[src/rtl/lfhs_pkg.sv]
// ----------------------------------------------------------------------------
// lfhs_pkg: shared types and constants of the fire heat simulation
// Transaction payloads, per-cell command, reset values and small helpers.
// ----------------------------------------------------------------------------
`default_nettype none

package lfhs_pkg;

	localparam int CELLS_DEF       = 10;
	localparam int SPARK_CELLS_DEF = 7;
	localparam int DRAW_CELLS      = 10;
	localparam int DRAWS_PER_WORD  = 5;

	localparam int HEAT_W    = 8;
	localparam int DRAW_W    = 8;
	localparam int STEP_W    = $clog2(DRAW_W);
	localparam int PIX_W     = 4;
	localparam int BOUND_W   = 10;
	localparam int SUM_W     = 10;
	localparam int DIV3_W    = 19;
	localparam int DIV3_SH   = 11;
	localparam int DIV3_MUL  = 683;
	localparam int RECIP_SH  = 20;
	localparam int COOL_PROD_W = 30;
	localparam int PICK_SH     = 16;
	localparam int PICK_MUL_W  = 17;
	localparam int PICK_PROD_W = 25;

	localparam logic [7:0] COOLING_RST = 8'd50;
	localparam logic [7:0] SPARK_RST   = 8'd50;
	localparam logic [7:0] SPARK_BASE  = 8'd160;
	localparam logic [7:0] SPARK_SPAN  = 8'd95;
	localparam logic [7:0] ROLL_WRAP   = 8'd255;

	localparam int APB_AW = 3;
	localparam int APB_DW = 32;
	localparam logic REG_COOLING = 1'b0;
	localparam logic REG_SPARK   = 1'b1;

	typedef struct packed {
		logic [39:0] cool_draws_low;
		logic [39:0] cool_draws_high;
		logic [7:0]  spark_roll;
		logic [7:0]  spark_cell_draw;
		logic [7:0]  spark_heat_draw;
	} in_item_t;

	typedef struct packed {
		logic [3:0] pixel_index;
		logic [7:0] red;
		logic [7:0] green;
		logic [7:0] blue;
		logic       last_pixel;
	} out_item_t;

	typedef struct packed {
		logic load;
		logic cool_step;
		logic cool_apply;
		logic diffuse;
		logic spark;
		logic rotate;
	} cell_ctrl_t;

	// Byte modulo 95, at most two subtractions.
	function automatic logic [7:0] mod95(input logic [7:0] x);
		logic [7:0] r;
		if (x >= 8'(2 * SPARK_SPAN)) begin
			r = x - 8'(2 * SPARK_SPAN);
		end else if (x >= SPARK_SPAN) begin
			r = x - SPARK_SPAN;
		end else begin
			r = x;
		end
		return r;
	endfunction

endpackage

`default_nettype wire

[src/rtl/lfhs_cell.sv]
// ----------------------------------------------------------------------------
// lfhs_cell: one heat cell of the fire row
// Holds a cell's heat, works out its cooldown bit-serially, and takes part
// in diffusion, spark ignition and the output rotation with its neighbors.
// ----------------------------------------------------------------------------
`default_nettype none

module lfhs_cell (
	input  wire                                 clk,
	input  wire                                 arst_n,
	input  lfhs_pkg::cell_ctrl_t                ctrl,
	input  wire  [lfhs_pkg::DRAW_W-1:0]         draw,
	input  wire  [lfhs_pkg::BOUND_W-1:0]        bound,
	input  wire  [lfhs_pkg::HEAT_W-1:0]         nbr1_heat,
	input  wire  [lfhs_pkg::HEAT_W-1:0]         nbr2_heat,
	input  wire  [lfhs_pkg::HEAT_W-1:0]         next_heat,
	input  wire  [lfhs_pkg::HEAT_W-1:0]         spark_add,
	output logic [lfhs_pkg::HEAT_W-1:0]         heat
);

	logic [lfhs_pkg::HEAT_W-1:0]  heat_q;
	logic [lfhs_pkg::DRAW_W-1:0]  draw_q;
	logic [lfhs_pkg::DRAW_W-1:0]  rem_q;
	logic [lfhs_pkg::DRAW_W:0]    cand;
	logic                         cand_ge;
	logic [lfhs_pkg::SUM_W-1:0]   diff_sum;
	logic [lfhs_pkg::DIV3_W-1:0]  diff_prod;
	logic [lfhs_pkg::HEAT_W-1:0]  cooled;

	assign cand    = {rem_q, draw_q[lfhs_pkg::DRAW_W-1]};
	assign cand_ge = {1'b0, cand} >= bound;

	// (a + 2b) / 3 through a reciprocal multiply, exact for sums up to 765
	assign diff_sum  = {2'b00, nbr1_heat} + {1'b0, nbr2_heat, 1'b0};
	assign diff_prod = {9'd0, diff_sum} * lfhs_pkg::DIV3_W'(lfhs_pkg::DIV3_MUL);

	assign cooled = (rem_q > heat_q) ? '0 : heat_q - rem_q;

	always_ff @(posedge clk) begin
		if (ctrl.load) begin
			draw_q <= draw;
			rem_q  <= '0;
		end else if (ctrl.cool_step) begin
			draw_q <= {draw_q[lfhs_pkg::DRAW_W-2:0], 1'b0};
			rem_q  <= cand_ge ? lfhs_pkg::DRAW_W'({1'b0, cand} - bound) :
				cand[lfhs_pkg::DRAW_W-1:0];
		end
	end

	always_ff @(posedge clk or negedge arst_n) begin
		if (!arst_n) begin
			heat_q <= '0;
		end else if (ctrl.cool_apply) begin
			heat_q <= cooled;
		end else if (ctrl.diffuse) begin
			heat_q <= diff_prod[lfhs_pkg::DIV3_SH +: lfhs_pkg::HEAT_W];
		end else if (ctrl.spark) begin
			heat_q <= heat_q + spark_add;
		end else if (ctrl.rotate) begin
			heat_q <= next_heat;
		end
	end

	assign heat = heat_q;

endmodule

`default_nettype wire

[src/rtl/lfhs_pixel_out.sv]
// ----------------------------------------------------------------------------
// lfhs_pixel_out: heat to colour mapping and output register
// Maps one heat value to RGB and holds the result until it is taken.
// ----------------------------------------------------------------------------
`default_nettype none

module lfhs_pixel_out (
	input  wire                              clk,
	input  wire                              arst_n,
	input  wire                              load,
	input  wire  [lfhs_pkg::HEAT_W-1:0]      heat,
	input  wire  [lfhs_pkg::PIX_W-1:0]       index,
	input  wire                              last,
	output logic                             free,
	output logic                             out_valid,
	input  wire                              out_ready,
	output lfhs_pkg::out_item_t              out_data
);

	logic [15:0]             scaled;
	logic [16:0]             quot;
	logic [7:0]              t;
	logic [7:0]              ramp;
	lfhs_pkg::out_item_t     pix;
	lfhs_pkg::out_item_t     data_q;
	logic                    valid_q;

	// t = (h*191 + 127) / 255; divide by 255 as (x + (x >> 8) + 1) >> 8
	assign scaled = ({8'd0, heat} * 16'd191) + 16'd127;
	assign quot   = {1'b0, scaled} + {9'd0, scaled[15:8]} + 17'd1;
	assign t      = quot[15:8];
	assign ramp   = {t[5:0], 2'b00};

	always_comb begin
		pix.pixel_index = index;
		pix.last_pixel  = last;
		if (t > 8'h80) begin
			pix.red   = 8'hFF;
			pix.green = 8'hFF;
			pix.blue  = ramp;
		end else if (t > 8'h40) begin
			pix.red   = 8'hFF;
			pix.green = ramp;
			pix.blue  = 8'h00;
		end else begin
			pix.red   = ramp;
			pix.green = 8'h00;
			pix.blue  = 8'h00;
		end
	end

	assign free = !valid_q || out_ready;

	always_ff @(posedge clk or negedge arst_n) begin
		if (!arst_n) begin
			valid_q <= 1'b0;
		end else if (load) begin
			valid_q <= 1'b1;
		end else if (out_ready) begin
			valid_q <= 1'b0;
		end
	end

	always_ff @(posedge clk) begin
		if (load) begin
			data_q <= pix;
		end
	end

	assign out_valid = valid_q;
	assign out_data  = data_q;

endmodule

`default_nettype wire

[src/rtl/led_fire_heat_simulation_top.sv]
// ----------------------------------------------------------------------------
// led_fire_heat_simulation_top: fire heat simulation with colour output
// Row of heat cells stepped once per input transaction, colours streamed out.
// ----------------------------------------------------------------------------
// Usage:
//   Each input transaction carries the random bytes for one animation tick.
//   The block cools every cell, diffuses heat upward, may ignite a spark,
//   then sends one output transaction per cell (index 0 first) with the RGB
//   colour; last_pixel marks the final cell of the tick.
//   Sequence: the cooldown remainders are formed one bit per cycle in every
//   cell, then the apply, diffusion and spark states follow in turn; the
//   colours are then registered one per cycle while the receiver does not
//   stall, one per working cell (at most 10). in_ready is high only between
//   ticks.
//   A receiver stall holds the current colour in the output register and
//   stops the cell rotation until it is taken; nothing is dropped.
//   Reset clears all cell heats and loads cooling and spark_chance with 50.
//   The APB port (cooling at 0x0, spark_chance at 0x4) must be written only
//   while the block is idle; the block itself does not enforce this.
// ----------------------------------------------------------------------------
`default_nettype none

module led_fire_heat_simulation_top #(
	parameter int CELLS       = lfhs_pkg::CELLS_DEF,
	parameter int SPARK_CELLS = lfhs_pkg::SPARK_CELLS_DEF
) (
	input  wire                               clk,
	input  wire                               arst_n,
	input  wire                               in_valid,
	output logic                              in_ready,
	input  lfhs_pkg::in_item_t                in_data,
	output logic                              out_valid,
	input  wire                               out_ready,
	output lfhs_pkg::out_item_t               out_data,
	input  wire                               psel,
	input  wire                               penable,
	input  wire                               pwrite,
	input  wire  [lfhs_pkg::APB_AW-1:0]       paddr,
	input  wire  [lfhs_pkg::APB_DW-1:0]       pwdata,
	output logic [lfhs_pkg::APB_DW-1:0]       prdata,
	output logic                              pready
);

	localparam int WORK = (CELLS > lfhs_pkg::DRAW_CELLS) ? lfhs_pkg::DRAW_CELLS : CELLS;
	localparam int RECIP = ((1 << lfhs_pkg::RECIP_SH) + CELLS - 1) / CELLS;
	localparam logic [lfhs_pkg::COOL_PROD_W-1:0] COOL_MUL =
		lfhs_pkg::COOL_PROD_W'(10 * RECIP);
	localparam logic [lfhs_pkg::BOUND_W-1:0] BOUND_RST =
		lfhs_pkg::BOUND_W'(500 / CELLS + 2);
	localparam logic [lfhs_pkg::PIX_W-1:0] PIX_LAST = lfhs_pkg::PIX_W'(WORK - 1);
	localparam logic [lfhs_pkg::STEP_W-1:0] STEP_LAST =
		lfhs_pkg::STEP_W'(lfhs_pkg::DRAW_W - 1);
	localparam logic [lfhs_pkg::PICK_MUL_W-1:0] PICK_MUL =
		lfhs_pkg::PICK_MUL_W'(((1 << lfhs_pkg::PICK_SH) + SPARK_CELLS - 1) / SPARK_CELLS);
	localparam logic [7:0] PICK_DIV = 8'(SPARK_CELLS);

	typedef enum logic [5:0] {
		S_IDLE  = 6'b000001,
		S_COOL  = 6'b000010,
		S_APPLY = 6'b000100,
		S_DIFF  = 6'b001000,
		S_SPARK = 6'b010000,
		S_EMIT  = 6'b100000
	} state_t;

	state_t                              state_q;
	logic [lfhs_pkg::STEP_W-1:0]         step_q;
	logic [lfhs_pkg::PIX_W-1:0]          pix_q;
	logic [7:0]                          cooling_q;
	logic [7:0]                          spark_chance_q;
	logic [lfhs_pkg::BOUND_W-1:0]        bound_q;
	logic                                spark_hit_q;
	logic [3:0]                          spark_cell_q;
	logic [lfhs_pkg::HEAT_W-1:0]         spark_add_q;

	logic                                in_acc;
	logic                                wr_en;
	logic [lfhs_pkg::COOL_PROD_W-1:0]    cool_prod;
	logic [7:0]                          roll_mod;
	logic [lfhs_pkg::PICK_PROD_W-1:0]    pick_prod;
	logic [7:0]                          pick_quot;
	logic [7:0]                          pick_rem;
	logic                                out_free;
	logic                                emit;
	lfhs_pkg::cell_ctrl_t                base_ctrl;
	logic [lfhs_pkg::HEAT_W-1:0]         heat_w [WORK];

	assign in_ready = (state_q == S_IDLE);
	assign in_acc   = in_valid && in_ready;
	assign emit     = (state_q == S_EMIT) && out_free;

	// Configuration port
	assign pready = 1'b1;
	assign wr_en  = psel && penable && pwrite;
	assign cool_prod = {22'd0, pwdata[7:0]} * COOL_MUL;

	always_ff @(posedge clk or negedge arst_n) begin
		if (!arst_n) begin
			cooling_q      <= lfhs_pkg::COOLING_RST;
			spark_chance_q <= lfhs_pkg::SPARK_RST;
			bound_q        <= BOUND_RST;
		end else if (wr_en) begin
			case (paddr[2])
				lfhs_pkg::REG_COOLING: begin
					cooling_q <= pwdata[7:0];
					bound_q   <= cool_prod[lfhs_pkg::RECIP_SH +: lfhs_pkg::BOUND_W] +
						lfhs_pkg::BOUND_W'(2);
				end
				lfhs_pkg::REG_SPARK: begin
					spark_chance_q <= pwdata[7:0];
				end
				default: begin
				end
			endcase
		end
	end

	always_comb begin
		case (paddr[2])
			lfhs_pkg::REG_COOLING: prdata = {24'd0, cooling_q};
			lfhs_pkg::REG_SPARK:   prdata = {24'd0, spark_chance_q};
			default:               prdata = '0;
		endcase
	end

	// Spark decision, latched with the transaction
	assign roll_mod = (in_data.spark_roll == lfhs_pkg::ROLL_WRAP) ? 8'd0 : in_data.spark_roll;

	// Cell pick: draw mod SPARK_CELLS through a reciprocal multiply
	assign pick_prod = {17'd0, in_data.spark_cell_draw} * {8'd0, PICK_MUL};
	assign pick_quot = pick_prod[lfhs_pkg::PICK_SH +: 8];
	assign pick_rem  = in_data.spark_cell_draw - pick_quot * PICK_DIV;

	always_ff @(posedge clk) begin
		if (in_acc) begin
			spark_hit_q  <= roll_mod < spark_chance_q;
			spark_cell_q <= pick_rem[3:0];
			spark_add_q  <= lfhs_pkg::SPARK_BASE + lfhs_pkg::mod95(in_data.spark_heat_draw);
		end
	end

	// Sequencer
	always_ff @(posedge clk or negedge arst_n) begin
		if (!arst_n) begin
			state_q <= S_IDLE;
			step_q  <= '0;
			pix_q   <= '0;
		end else begin
			case (state_q)
				S_IDLE: begin
					step_q <= '0;
					if (in_acc) begin
						state_q <= S_COOL;
					end
				end
				S_COOL: begin
					step_q <= step_q + 1'b1;
					if (step_q == STEP_LAST) begin
						state_q <= S_APPLY;
					end
				end
				S_APPLY: state_q <= S_DIFF;
				S_DIFF:  state_q <= S_SPARK;
				S_SPARK: begin
					pix_q   <= '0;
					state_q <= S_EMIT;
				end
				S_EMIT: begin
					if (out_free) begin
						pix_q <= pix_q + 1'b1;
						if (pix_q == PIX_LAST) begin
							state_q <= S_IDLE;
						end
					end
				end
				default: state_q <= S_IDLE;
			endcase
		end
	end

	assign base_ctrl.load       = in_acc;
	assign base_ctrl.cool_step  = (state_q == S_COOL);
	assign base_ctrl.cool_apply = (state_q == S_APPLY);
	assign base_ctrl.diffuse    = (state_q == S_DIFF);
	assign base_ctrl.spark      = (state_q == S_SPARK) && spark_hit_q;
	assign base_ctrl.rotate     = emit;

	// Cell row; during output the heats rotate toward cell 0 and come back whole
	for (genvar k = 0; k < WORK; k++) begin : g_cell
		lfhs_pkg::cell_ctrl_t          ctrl;
		logic [lfhs_pkg::DRAW_W-1:0]   draw;
		logic [lfhs_pkg::HEAT_W-1:0]   nbr1;
		logic [lfhs_pkg::HEAT_W-1:0]   nbr2;

		always_comb begin
			ctrl = base_ctrl;
			ctrl.diffuse = base_ctrl.diffuse && (k >= 2);
			ctrl.spark   = base_ctrl.spark && (spark_cell_q == 4'(k));
		end

		if (k < lfhs_pkg::DRAWS_PER_WORD) begin : g_lo
			assign draw = in_data.cool_draws_low[k*8 +: 8];
		end else begin : g_hi
			assign draw = in_data.cool_draws_high[(k - lfhs_pkg::DRAWS_PER_WORD)*8 +: 8];
		end

		if (k >= 2) begin : g_nbr
			assign nbr1 = heat_w[k-1];
			assign nbr2 = heat_w[k-2];
		end else begin : g_edge
			assign nbr1 = '0;
			assign nbr2 = '0;
		end

		lfhs_cell u_cell (
			.clk       (clk),
			.arst_n    (arst_n),
			.ctrl      (ctrl),
			.draw      (draw),
			.bound     (bound_q),
			.nbr1_heat (nbr1),
			.nbr2_heat (nbr2),
			.next_heat (heat_w[(k + 1) % WORK]),
			.spark_add (spark_add_q),
			.heat      (heat_w[k])
		);
	end

	lfhs_pixel_out u_pixel_out (
		.clk       (clk),
		.arst_n    (arst_n),
		.load      (emit),
		.heat      (heat_w[0]),
		.index     (pix_q),
		.last      (pix_q == PIX_LAST),
		.free      (out_free),
		.out_valid (out_valid),
		.out_ready (out_ready),
		.out_data  (out_data)
	);

endmodule

`default_nettype wire
[config.mk]
export PLATFORM = sky130hd
export DESIGN_NAME = led_fire_heat_simulation_top
export DESIGN_NICKNAME = d
export VERILOG_FILES = /design/src/rtl/lfhs_pkg.sv /design/src/rtl/lfhs_cell.sv /design/src/rtl/lfhs_pixel_out.sv /design/src/rtl/led_fire_heat_simulation_top.sv
export SDC_FILE = /design/constraint.sdc
export NUM_CORES = 2
export LEC_CHECK = 0
export BUFFER_PORTS_ARGS = -buffer_cell sky130_fd_sc_hd__buf_4
export CAP_MARGIN = 20
export CORE_UTILIZATION = 60
export DETAILED_ROUTE_END_ITERATION = 16
export PLACE_DENSITY_LB_ADDON = 0.08
export RECOVER_POWER = 25
export SYNTH_ARGS = -nofsm -noshare
export SYNTH_HDL_FRONTEND = slang
export SYNTH_HIERARCHICAL = 1
export SYNTH_SLANG_ARGS = --single-unit
[constraint.sdc]
create_clock -name clk -period 9.2 [get_ports clk]
set_input_delay 2.3 -clock clk [delete_from_list [all_inputs] [get_ports clk]]
set_output_delay 2.3 -clock clk [all_outputs]
set_load 0.05 [all_outputs]
==> results.md <==
* Remaining DRCs at 0
* Seq/Total Area, Yosys at 16.3%
* Layout cells sized above 1 at 9.36%
* Failing checks: max-capacitance violations, max-slew violations
* CTS clk-pin slew, worst paths at 0.06 ns
* CP most frequent cell: inv_1
* Hold Fails Final Rpt at 0
* WP data required at 9.53 ns
* Top Ports at 210
* Main area contributors after synthesis: ha_1 25%, fa_1 12%, edfxtp_1 7.1%
* Final Cycle Share at 80.3%
* Synthesized flop and latch total at 316
* Post-placement cell area at 52,200 um^2
* Synth cell count leaders: 992 x ha_1, 874 x inv_1, 389 x nor2_1, 288 x fa_1, 270 x o21ai_0
* Min cycle time layout at 7.39 ns
* Crit path launch type: flip-flop
* Mapped Area at 49,900 um^2
* Via-to-Cell Ratio at 5.87
* Status: complete, but fails checks
* Adder-cell area share of the yosys netlist at 36.4%
* Library cells used by synthesis at 120
* Drt first pass iters at 7
* Final WL at 123,000 um
* Final Skew at 0.0305 ns
* RSZ-0062 raised after global routing: no
* Simple-Gate Fraction of Synth Area at 12.0%
* Hold Path Depth at 2
* Ys flop type: edfxtp_1
* Warnings, synthesis at 6
* Compound-gate portion of the synthesized area at 18.8%
* Root Buffer Master: clkbuf_16
* CP arrival at 7.72 ns
* Post-synth EDFFs at 118
* Achievable Freq at 135 MHz
* Reg2reg path depth at 24
* Slowest cell on crit path: dfrtp_1
* Post-CTS resize count at 0
* Die Span Y at 290 um
* Core ar. at 82,200 um^2
* Rows at 105
* Vias in the first global route at 39,700
* Largest net degree at the start of global routing at 185
* Port Buffers at 156
* Crit path kind: flip-flop to flip-flop
* Post-Layout Inst Area at 53,600 um^2
* CTS Buf Count at 42
* Avg Cell Area, Syn at 9.03 um^2
* Buf/Inv on CP at 5
* Final setup viols at 0
* First-pass GRT wire length at 203,000 um
* Die X at 290 um
* CP Cell Sequence: inv_1 -> fa_1 -> inv_1 -> fa_1 -> fa_1 -> inv_1 -> fa_1 -> inv_1 -> ha_1 -> o21a_1 -> and3_1 -> a21oi_1 -> a21oi_1 -> xnor2_1 -> inv_1 -> ha_1 -> a21o_1 -> a21oi_1 -> o21ai_0 -> o21ai_0 -> a31o_2 -> nor4b_2 -> nand4_1 -> and2_1
* Critical Path End Type: flip-flop
* Initial antenna violation count at 0
* Most frequent cell after synthesis: ha_1
* Total gr overflow at 0
* Relative slew slack at -133%
* Sink Count at 316
* Worst-Margin Slew at 3.50 ns
* Clock Tree Buf Depth at 3
* Drt wl/cell at 18.1 um
* CP max FO at 11
* Routability congestion estimate at 0.909
* Worst-skew pair later-pin latency at 0.61 ns
* Post-DP HPWL at 97,000 um
* DIE AREA at 84,300 um^2
* Area grow syn2layout at 7.36%
* GRT Total Usage at 29.5%
* Post-synth top area share at 24.9%
* Hold WC Path Type: flip-flop to flip-flop
* Syn Inst Count at 5,524
* Via count at 39,900
* Max-Cap Viols at 6
* H-tree Lvls at 2
* Main combinational cell family by area after synthesis: adder cells
* Fin worst setup slack at 1.81 ns
* Pins Over Slew Limit at 348
* Post-synth top area cell: ha_1
* Async set-reset flop share out of synthesis at 37.3%
* NumNets Final at 7,118
* Setup WS pre-CTS at 1.32 ns
* Initial Util at 60.7%
* Post-CTS Hold Fix Bufs at 0
* Stages on worst setup path at 24
* CTS tree: done
* Multiplexer share of the synthesized area at 3.53%
* Post-CTS Setup Repair Bufs at 0
* XOR/XNOR Fraction of Synth Area at 4.85%
* CP max stage delay at 0.72 ns
* Drt first-iter violations at 2,407
* Antenna-violating nets left at 0
* CP delay by family, top: adder cells
* Setup TNS Final at 0 ns
-- worst register-to-register path: stages, from the launching register on --
cell and delay (ns):
dfrtp_1 0.72, inv_1 0.25, fa_1 0.53, inv_1 0.05
fa_1 0.50, fa_1 0.50, inv_1 0.05, fa_1 0.47
inv_1 0.04, ha_1 0.39, o21a_1 0.17, and3_1 0.19
a21oi_1 0.14, a21oi_1 0.09, xnor2_1 0.60, inv_1 0.10
ha_1 0.34, a21o_1 0.20, a21oi_1 0.17, o21ai_0 0.10
o21ai_0 0.50, a31o_2 0.24, nor4b_2 0.27, nand4_1 0.27
and2_1 0.24
-- cell usage in the layout, fill, tap and decap left out, types with 53 or more instances in the layout --
cell and instances:
a211oi_1 63, fa_1 288, xor2_1 123, buf_4 178
nor2b_1 82, nor2_1 388, dfxtp_1 80, ha_1 992
nor3_1 97, conb_1 83, dfrtp_1 108, o21ai_0 270
inv_1 872, a22oi_1 53, nand2_1 213, a21oi_1 239
mux2_2 106, mux2i_1 55, o21a_1 128, xnor2_1 141
edfxtp_1 118
-- layer usage --
metal,global-route usage [%],vias to the layer above,share of wire (%),wire length (um)
met5,0,-,0,0
met4,8.47,0,2.7,3350
met3,3.45,196,5.3,6590
met2,48.7,930,45,56100
met1,40.6,19000,46,57300
li1,-,19800,-,-
-- worst paths after layout --
path / slack, ns / to / startpoint
max: 1.81 / u_pixel_out/out_data[11]$_SDFFCE_PN1P_ / g_cell[0].u_cell/heat[7]$_DFFE_PN0P_
min: 0.50 / g_cell[5].u_cell/rem_q[3]$_SDFFE_PP0P_ / g_cell[5].u_cell/rem_q[3]$_SDFFE_PP0P_
max reg2reg: 1.81 / u_pixel_out/out_data[11]$_SDFFCE_PN1P_ / g_cell[0].u_cell/heat[7]$_DFFE_PN0P_
min reg2reg: 0.50 / g_cell[5].u_cell/rem_q[3]$_SDFFE_PP0P_ / g_cell[5].u_cell/rem_q[3]$_SDFFE_PP0P_
max in group asynchronous: 3.16 / g_cell[7].u_cell/heat[0]$_DFFE_PN0P_ / arst_n
min in group asynchronous: 2.84 / g_cell[1].u_cell/heat[2]$_DFFE_PN0P_ / arst_n
-- kinds of logic after synthesis --
| logic type | Yosys count |
|---|---|
| other cells | 3 |
| buf+inv | 1019 |
| fa+ha+maj | 1280 |
| mux | 162 |
| xor+xnor | 270 |
| simple gates | 1177 |
| compound gates | 1297 |
| flops | 316 |
-- registers in the layout (all words and copies together), names as in the netlist --
register / flops
g_cell.u_cell/draw_q: 80
g_cell.u_cell/heat: 80
g_cell.u_cell/rem_q: 80
u_pixel_out/out_data: 25
bound_q: 8
cooling_q: 8
spark_add_q: 8
spark_chance_q: 8
state_q: 6
pix_q: 4
spark_cell_q: 4
step_q: 3
spark_hit_q: 1
u_pixel_out/out_valid: 1
-- final cells by class --
type	count	area (um^2)
Tap cell	1070	1340
Antenna cell	1	2.50
Multi-Input combinational cell	4269	38100
Fill cell	7132	28700
Inverter	877	3290
Clock inverter	19	170
Timing Repair Buffer	186	1390
Clock buffer	59	1200
Sequential cell	316	8110
-- metrics by stage --
step | utilization (%) | cells | hold WS, ns
global route | 65.1 | 6796 | 0.519
finish | 65.1 | 6797 | 0.504
global placement | 63.5 | 6717 | 0.484
floorplan | - | 5604 | 0.465
detailed placement | 63.5 | 6717 | 0.493
CTS | 65.2 | 6795 | 0.505
Power is not shown: default switching activity piles up to over one toggle a cycle in this logic, so the estimate is an artifact.
